File: config.mk
export PLATFORM = sky130hd
export DESIGN_NAME = postfix_stack_evaluator
export DESIGN_NICKNAME = d
export VERILOG_FILES = /design/src/rtl/pse_pkg.sv /design/src/rtl/postfix_stack_evaluator.sv /design/src/rtl/pse_ram.sv
export SDC_FILE = /design/constraint.sdc
export NUM_CORES = 2
export LEC_CHECK = 0
export BUFFER_PORTS_ARGS = -buffer_cell sky130_fd_sc_hd__buf_2
export CORE_MARGIN = 2
export CORE_UTILIZATION = 30
export CTS_BUF_LIST = sky130_fd_sc_hd__clkbuf_4
export CTS_CLUSTER_SIZE = 24
export DETAILED_ROUTE_END_ITERATION = 10
export MAX_ROUTING_LAYER = met4
export PLACE_DENSITY_LB_ADDON = 0.15
export SLEW_MARGIN = 20
export SYNTH_ARGS = -nofsm -noshare
export SYNTH_HDL_FRONTEND = slang
export SYNTH_SLANG_ARGS = --single-unit
File: constraint.sdc
create_clock -name i_clk -period 9.5 [get_ports i_clk]
set_input_delay 1.9 -clock i_clk [delete_from_list [all_inputs] [get_ports i_clk]]
set_output_delay 1.9 -clock i_clk [all_outputs]
set_load 0.01 [all_outputs]
File: src/rtl/pse_pkg.sv
// Shared constants and types for the postfix stack evaluator.
package pse_pkg;

    localparam int STACK_DEPTH = 16;
    localparam int DATA_W      = 32;
    localparam int SYM_W       = 8;
    localparam int DEPTH_W     = 5;
    localparam int STATUS_W    = 3;
    localparam int LIMIT_W     = 5;
    localparam int ADDR_W      = $clog2(STACK_DEPTH);
    localparam int CNT_W       = $clog2(STACK_DEPTH + 1);
    localparam int ITER_W      = $clog2(DATA_W);

    localparam logic [LIMIT_W-1:0] LIMIT_RESET = LIMIT_W'(10);

    localparam logic [STATUS_W-1:0] ST_OK      = STATUS_W'(0);
    localparam logic [STATUS_W-1:0] ST_FULL    = STATUS_W'(1);
    localparam logic [STATUS_W-1:0] ST_EMPTY   = STATUS_W'(2);
    localparam logic [STATUS_W-1:0] ST_DIVZERO = STATUS_W'(3);
    localparam logic [STATUS_W-1:0] ST_BADSYM  = STATUS_W'(4);
    localparam logic [STATUS_W-1:0] ST_HALTED  = STATUS_W'(5);

    localparam logic [SYM_W-1:0] CH_0     = 8'h30;
    localparam logic [SYM_W-1:0] CH_9     = 8'h39;
    localparam logic [SYM_W-1:0] CH_PLUS  = 8'h2B;
    localparam logic [SYM_W-1:0] CH_MINUS = 8'h2D;
    localparam logic [SYM_W-1:0] CH_MUL   = 8'h2A;
    localparam logic [SYM_W-1:0] CH_DIV   = 8'h2F;
    localparam logic [SYM_W-1:0] CH_MOD   = 8'h25;

    typedef logic [DATA_W-1:0] t_word;

endpackage

File: src/rtl/postfix_stack_evaluator.sv
// Top level of the postfix stack evaluator: sequencer, stack RAM and shared divider.
//
// Each input item is one ASCII symbol on i_symbol. A digit pushes its value,
// and the operators + - * / % pop two entries and push the result. Each item
// gives exactly one result item: the top entry, the depth and a status code.
// The input channel is stalled while an item is in progress.
// A digit, a rejected symbol or any item after an error goes from acceptance
// straight to the final step, which loads the output register.
// Add, subtract and multiply read the operand, compute and write back, and a
// divide by zero is caught on the operand read. Divide and remainder run the
// restoring divider, which produces one quotient bit per cycle, then fix the
// signs before the write back.
// The stack sits in a 16 entry RAM with a registered read; the top entry is
// also held in a register, so an operator needs one RAM read.
// The depth limit is written over the configuration channel, which is always
// ready. Reset empties the stack, clears the error flag and sets the limit
// to 10. Any error freezes the stack until the next reset.
// If the receiver stalls, the result is held in the output register and the
// item in progress waits in its final step until that register frees up.
module postfix_stack_evaluator
    import pse_pkg::*;
(
    input  logic                       i_clk,
    input  logic                       i_rst_n,
    input  logic                       i_in_valid,
    output logic                       o_in_stall,
    input  logic [SYM_W-1:0]           i_symbol,
    output logic                       o_out_valid,
    input  logic                       i_out_stall,
    output logic signed [DATA_W-1:0]   o_top_value,
    output logic [DEPTH_W-1:0]         o_stack_depth,
    output logic [STATUS_W-1:0]        o_status,
    input  logic                       i_cfg_valid,
    output logic                       o_cfg_ready,
    input  logic [LIMIT_W-1:0]         i_cfg_depth_limit
);

    localparam logic [2:0] S_IDLE   = 3'd0;
    localparam logic [2:0] S_READ   = 3'd1;
    localparam logic [2:0] S_DIV    = 3'd2;
    localparam logic [2:0] S_FIX    = 3'd3;
    localparam logic [2:0] S_WRITE  = 3'd4;
    localparam logic [2:0] S_FINISH = 3'd5;

    logic [2:0]          r_state, n_state;
    logic [SYM_W-1:0]    r_sym, n_sym;
    t_word               r_top, n_top;
    logic [CNT_W-1:0]    r_count, n_count;
    logic                r_halted, n_halted;
    logic [LIMIT_W-1:0]  r_limit, n_limit;
    logic [STATUS_W-1:0] r_status, n_status;
    t_word               r_res, n_res;
    t_word               r_quo, n_quo;
    t_word               r_rem, n_rem;
    t_word               r_div, n_div;
    logic                r_neg_q, n_neg_q;
    logic                r_neg_r, n_neg_r;
    logic [ITER_W-1:0]   r_iter, n_iter;

    logic                r_out_valid;
    t_word               r_out_top;
    logic [DEPTH_W-1:0]  r_out_depth;
    logic [STATUS_W-1:0] r_out_status;

    logic                ram_we;
    logic [ADDR_W-1:0]   ram_waddr;
    t_word               ram_wdata;
    t_word               ram_rdata;
    logic [CNT_W-1:0]    cnt_m2;
    logic                out_free;
    logic                is_digit;
    logic                is_op;
    logic                is_divmod;
    logic                full;
    logic [SYM_W-1:0]    digit;
    t_word               mul_lo;
    t_word               shifted;
    logic [DATA_W:0]     diff;
    t_word               op_a;

    assign cnt_m2    = r_count - CNT_W'(2);
    assign out_free  = !r_out_valid || !i_out_stall;
    assign is_digit  = (i_symbol >= CH_0) && (i_symbol <= CH_9);
    assign is_op     = (i_symbol == CH_PLUS) || (i_symbol == CH_MINUS) ||
                       (i_symbol == CH_MUL) || (i_symbol == CH_DIV) || (i_symbol == CH_MOD);
    assign is_divmod = (r_sym == CH_DIV) || (r_sym == CH_MOD);
    assign full      = (r_count >= CNT_W'(r_limit)) || (r_count >= CNT_W'(STACK_DEPTH));
    assign digit     = i_symbol - CH_0;
    assign op_a      = ram_rdata;
    assign mul_lo    = DATA_W'(op_a * r_top);
    assign shifted   = {r_rem[DATA_W-2:0], r_quo[DATA_W-1]};
    assign diff      = {1'b0, shifted} - {1'b0, r_div};

    pse_ram #(
        .WIDTH(DATA_W),
        .DEPTH(STACK_DEPTH)
    ) u_stack (
        .i_clk   (i_clk),
        .i_we    (ram_we),
        .i_waddr (ram_waddr),
        .i_wdata (ram_wdata),
        .i_raddr (cnt_m2[ADDR_W-1:0]),
        .o_rdata (ram_rdata)
    );

    always_comb begin
        n_state   = r_state;
        n_sym     = r_sym;
        n_top     = r_top;
        n_count   = r_count;
        n_halted  = r_halted;
        n_limit   = r_limit;
        n_status  = r_status;
        n_res     = r_res;
        n_quo     = r_quo;
        n_rem     = r_rem;
        n_div     = r_div;
        n_neg_q   = r_neg_q;
        n_neg_r   = r_neg_r;
        n_iter    = r_iter;
        ram_we    = 1'b0;
        ram_waddr = r_count[ADDR_W-1:0];
        ram_wdata = r_res;

        if (i_cfg_valid) begin
            n_limit = i_cfg_depth_limit;
        end

        unique case (r_state)
            S_IDLE: begin
                if (i_in_valid) begin
                    n_sym    = i_symbol;
                    n_status = ST_OK;
                    n_state  = S_FINISH;
                    priority if (r_halted) begin
                        n_status = ST_HALTED;
                    end else if (is_digit) begin
                        if (full) begin
                            n_status = ST_FULL;
                            n_halted = 1'b1;
                        end else begin
                            ram_we    = 1'b1;
                            ram_wdata = {{(DATA_W-SYM_W){1'b0}}, digit};
                            n_top     = {{(DATA_W-SYM_W){1'b0}}, digit};
                            n_count   = r_count + CNT_W'(1);
                        end
                    end else if (is_op) begin
                        if (r_count < CNT_W'(2)) begin
                            n_status = ST_EMPTY;
                            n_halted = 1'b1;
                        end else begin
                            n_state = S_READ;
                        end
                    end else begin
                        n_status = ST_BADSYM;
                        n_halted = 1'b1;
                    end
                end
            end
            S_READ: begin
                priority if (r_sym == CH_PLUS) begin
                    n_res   = op_a + r_top;
                    n_state = S_WRITE;
                end else if (r_sym == CH_MINUS) begin
                    n_res   = op_a - r_top;
                    n_state = S_WRITE;
                end else if (r_sym == CH_MUL) begin
                    n_res   = mul_lo;
                    n_state = S_WRITE;
                end else if (r_top == '0) begin
                    n_status = ST_DIVZERO;
                    n_halted = 1'b1;
                    n_state  = S_FINISH;
                end else begin
                    n_quo   = op_a[DATA_W-1] ? (DATA_W'(0) - op_a) : op_a;
                    n_div   = r_top[DATA_W-1] ? (DATA_W'(0) - r_top) : r_top;
                    n_rem   = '0;
                    n_neg_q = op_a[DATA_W-1] ^ r_top[DATA_W-1];
                    n_neg_r = op_a[DATA_W-1];
                    n_iter  = '1;
                    n_state = S_DIV;
                end
            end
            S_DIV: begin
                if (!diff[DATA_W]) begin
                    n_rem = diff[DATA_W-1:0];
                    n_quo = {r_quo[DATA_W-2:0], 1'b1};
                end else begin
                    n_rem = shifted;
                    n_quo = {r_quo[DATA_W-2:0], 1'b0};
                end
                n_iter = r_iter - ITER_W'(1);
                if (r_iter == '0) begin
                    n_state = S_FIX;
                end
            end
            S_FIX: begin
                if (r_sym == CH_DIV) begin
                    n_res = r_neg_q ? (DATA_W'(0) - r_quo) : r_quo;
                end else begin
                    n_res = r_neg_r ? (DATA_W'(0) - r_rem) : r_rem;
                end
                n_state = S_WRITE;
            end
            S_WRITE: begin
                ram_we    = 1'b1;
                ram_waddr = cnt_m2[ADDR_W-1:0];
                ram_wdata = r_res;
                n_top     = r_res;
                n_count   = r_count - CNT_W'(1);
                n_state   = S_FINISH;
            end
            S_FINISH: begin
                if (out_free) begin
                    n_state = S_IDLE;
                end
            end
            default: begin
                n_state = S_IDLE;
            end
        endcase
    end

    always_ff @(posedge i_clk) begin
        if (!i_rst_n) begin
            r_state     <= S_IDLE;
            r_count     <= '0;
            r_halted    <= 1'b0;
            r_limit     <= LIMIT_RESET;
            r_out_valid <= 1'b0;
        end else begin
            r_state  <= n_state;
            r_count  <= n_count;
            r_halted <= n_halted;
            r_limit  <= n_limit;
            if (r_state == S_FINISH && out_free) begin
                r_out_valid <= 1'b1;
            end else if (!i_out_stall) begin
                r_out_valid <= 1'b0;
            end
        end
    end

    always_ff @(posedge i_clk) begin
        r_sym    <= n_sym;
        r_top    <= n_top;
        r_status <= n_status;
        r_res    <= n_res;
        r_quo    <= n_quo;
        r_rem    <= n_rem;
        r_div    <= n_div;
        r_neg_q  <= n_neg_q;
        r_neg_r  <= n_neg_r;
        r_iter   <= n_iter;
        if (r_state == S_FINISH && out_free) begin
            r_out_top    <= (r_count == '0) ? '0 : r_top;
            r_out_depth  <= DEPTH_W'(r_count);
            r_out_status <= r_status;
        end
    end

    assign o_in_stall    = (r_state != S_IDLE);
    assign o_out_valid   = r_out_valid;
    assign o_top_value   = r_out_top;
    assign o_stack_depth = r_out_depth;
    assign o_status      = r_out_status;
    assign o_cfg_ready   = 1'b1;

endmodule

File: src/rtl/pse_ram.sv
// Generic single write port RAM with one registered read port.
module pse_ram #(
    parameter int WIDTH = 32,
    parameter int DEPTH = 16
) (
    input  logic                     i_clk,
    input  logic                     i_we,
    input  logic [$clog2(DEPTH)-1:0] i_waddr,
    input  logic [WIDTH-1:0]         i_wdata,
    input  logic [$clog2(DEPTH)-1:0] i_raddr,
    output logic [WIDTH-1:0]         o_rdata
);

    logic [WIDTH-1:0] r_mem [DEPTH];
    logic [WIDTH-1:0] r_rdata;

    always_ff @(posedge i_clk) begin
        if (i_we) begin
            r_mem[i_waddr] <= i_wdata;
        end
        r_rdata <= r_mem[i_raddr];
    end

    assign o_rdata = r_rdata;

endmodule

==> results.toml <==
[clock_tree]
h-tree-depth = 4
clk_path_buf_depth = 3
clock_latency_ns = 1.24
clock_sinks = 777
path_clk_slew_ns = 0.06
postCtsSetupBuffers = 0
ctsHoldBuffers = 0
root_buffer = "clkbuf_4"
cts_resized = 0
cts_tree = "done"
cts_buffers = 218

[sta]
finClkSkew_ns = 0.116
fmax_ghz = 0.116
fin_setup_tns_ns = 0
setup_viol = 0
tightestPinTransition_ns = 1.07
finalHoldViolCount = 0
slew-limit-headroom_pct = 28.5
report.final.slew_viol_count = 0
period_minus_slack_ns = 8.63
period_share_pct = 90.9
rsz0062_at_grt = "false"

[die]
core-area_um2 = 176000
rows = 154
fp.dieW_um = 424
start_util_pct = 30.1
num_io_pins = 61
dieArea_um2 = 180000
die_h_um = 424

[grt]
grt_usage_pct = 20.6
grt_max_degree = 71
grt_pass1_wl_mm = 262
grt.overflow.total = 0
grt_antenna_before_repair = 18
grt_pass1_vias = 36900

[setup_path]
cp_common_cell = "fa_1"
path_max_fanout = 19
crit_path_end_kind = "flip-flop"
path_class = "reg2reg"
cp.arrival_ns = 9.54
critical_path_buf_inv_count = 5
critPathSlowestCell = "edfxtp_1"
crit_chain = "and2_1 > fa_1 > fa_1 > fa_1 > inv_1 > fa_1 > inv_1 > fa_1 > inv_1 > fa_1 > inv_1 > fa_1 > fa_1 > ha_1 > and3_1 > a221o_1 > a21oi_1 > buf_4 > o22ai_1 > or4_1 > a31oi_1 > xnor2_1 > a2bb2oi_1 > o221ai_1"
slowest_delay_ns = 1.00
critPathLaunchType = "flip-flop"
cp.required_ns = 10.41
critPathTopFamily = "adder cells"

[logic_synthesis]
synth_cell_type_count = 78
synthCells = 4415
yosysWarnings = 0
avgSynthCellArea_um2 = 12.0
ys_ff_latch = 777
syn_area_um2 = 53000
async_reset_ff_share_pct = 0
synth_flop_cell = "edfxtp_1"
syn_nets = 5082
synth_edf_count = 730
yosysSeqAreaShare_pct = 43.2

[route]
drt_pass1_iterations = 5
wire_per_inst_um = 25.2
ant_nets = 0
routed_wl_mm = 179
vias = 35500
viasPerCell = 4.99
drc_errors = 0
drt_iter0_drc = 2855

[final_layout]
n_fill_cell = 17800
nNetsFinal = 5233
fin_cells = 7100
area.growth.synth_to_final_pct = 11.9
drive_above_1_share_pct = 16.0

[job]
drv_cap = 0

[placement]
port_buffers = 59
dpl.cell_count = 6685
gp_congestion = 0.918
hpwl_mm = 126

[run_status]
status = "complete, no violations"

[hold_path]
hold_path.class = "reg2reg"
[metrics by stage]
| stage | hold slack, ns | utilization (%) | setup WS, ns | cell area, µm² |
|---|---|---|---|---|
| floorplan | 0.400 | - | 1.90 | 53000 |
| global placement | 0.412 | 32.0 | 0.966 | 56300 |
| detailed placement | 0.405 | 32.0 | 1.00 | 56300 |
| CTS | 0.395 | 33.7 | 0.915 | 59200 |
| global route | 0.388 | 33.7 | 0.597 | 59200 |
| finish | 0.405 | 33.7 | 0.869 | 59200 |
[final timing paths]
kind / from / endpoint / slack, ns / cells past startpoint
setup / recovery: r_top[7] / r_res[31] / 0.87 / 24
hold / removal: r_status[2] / o_status[2] / 0.40 / 0
setup reg to reg: r_top[7] / r_res[31] / 0.87 / 24
hold reg to reg: r_status[2] / o_status[2] / 0.40 / 0
[flip-flops by register name, summed over array words and instances (netlist names), 5 cells and up]
name / flops
o_stack_depth: 5
o_top_value: 32
r_count: 5
r_div: 32
r_iter: 5
r_limit: 5
r_quo: 32
r_rem: 32
r_res: 32
r_sym: 8
r_top: 32
u_stack.o_rdata: 32
u_stack.r_mem: 512
[synth_stat cells, types with 153 or more instances]
| master | count | area [µm²] |
|---|---|---|
| fa_1 | 412 | 8250 |
| nor2_1 | 218 | 818 |
| clkbuf_1 | 223 | 837 |
| xnor2_1 | 153 | 1340 |
| and2_1 | 299 | 1870 |
| ha_1 | 237 | 2970 |
| o21ai_0 | 157 | 786 |
| a21oi_1 | 153 | 766 |
| inv_1 | 501 | 1880 |
| mux4_2 | 160 | 3600 |
| edfxtp_1 | 730 | 21900 |
| nand2_1 | 380 | 1430 |
[per-layer routing]
layer	GRT usage, %	up-vias	wire [µm]
met2	34.0	938	88400
met3	3.05	260	8000
met1	26.3	18400	77100
met4	6.29	0	5490
met5	-	-	0
li1	-	15800	-
[cells by family (layout without fill, tap and decap cells)]
family                     after synthesis  count (layout)  synth area share, %
other                                    1              19              0.00708
xor gates and xnor gates               251             251                 4.15
muxes                                  190             190                 7.38
AOI/OAI and AO/OA                      647             647                 7.91
buffers and inverters                  753            1080                 5.37
and+or+nand+nor                       1147            1147                 10.8
DFF                                    777             777                 43.2
adders and majority gates              649             649                 21.2
[layout by cell type, fill, tap and decap left out, drive strengths merged, types with 24 or more instances in the layout]
master and instances:
edfxtp 730, inv 506, fa 412, nand2 380
clkbuf 323, and2 299, ha 237, nor2 218
buf 181, mux4 160, o21ai 158, a21oi 155
xnor2 153, xor2 98, clkinv 67, o31ai 51
dfxtp 47, a21o 46, and3 35, or3 29
nand2b 28, or4 26, a31oi 25, mux2i 25
nor2b 25, nor3 24
[layout make-up]
cell class / count / area [µm²] / share of cell area (%)
well taps: 2340 / 2930 / 4.94
flip-flops and latches: 777 / 22900 / 38.6
repair buffers: 181 / 1220 / 2.07
inverters: 503 / 1890 / 3.19
clock inverters: 73 / 473 / 0.798
diodes: 18 / 45.0 / 0.0760
clock buffers: 323 / 2420 / 4.09
multi-input cells: 2885 / 27400 / 46.2
Power is not shown: default switching activity piles up to over one toggle a cycle in this logic, so the estimate is an artifact.
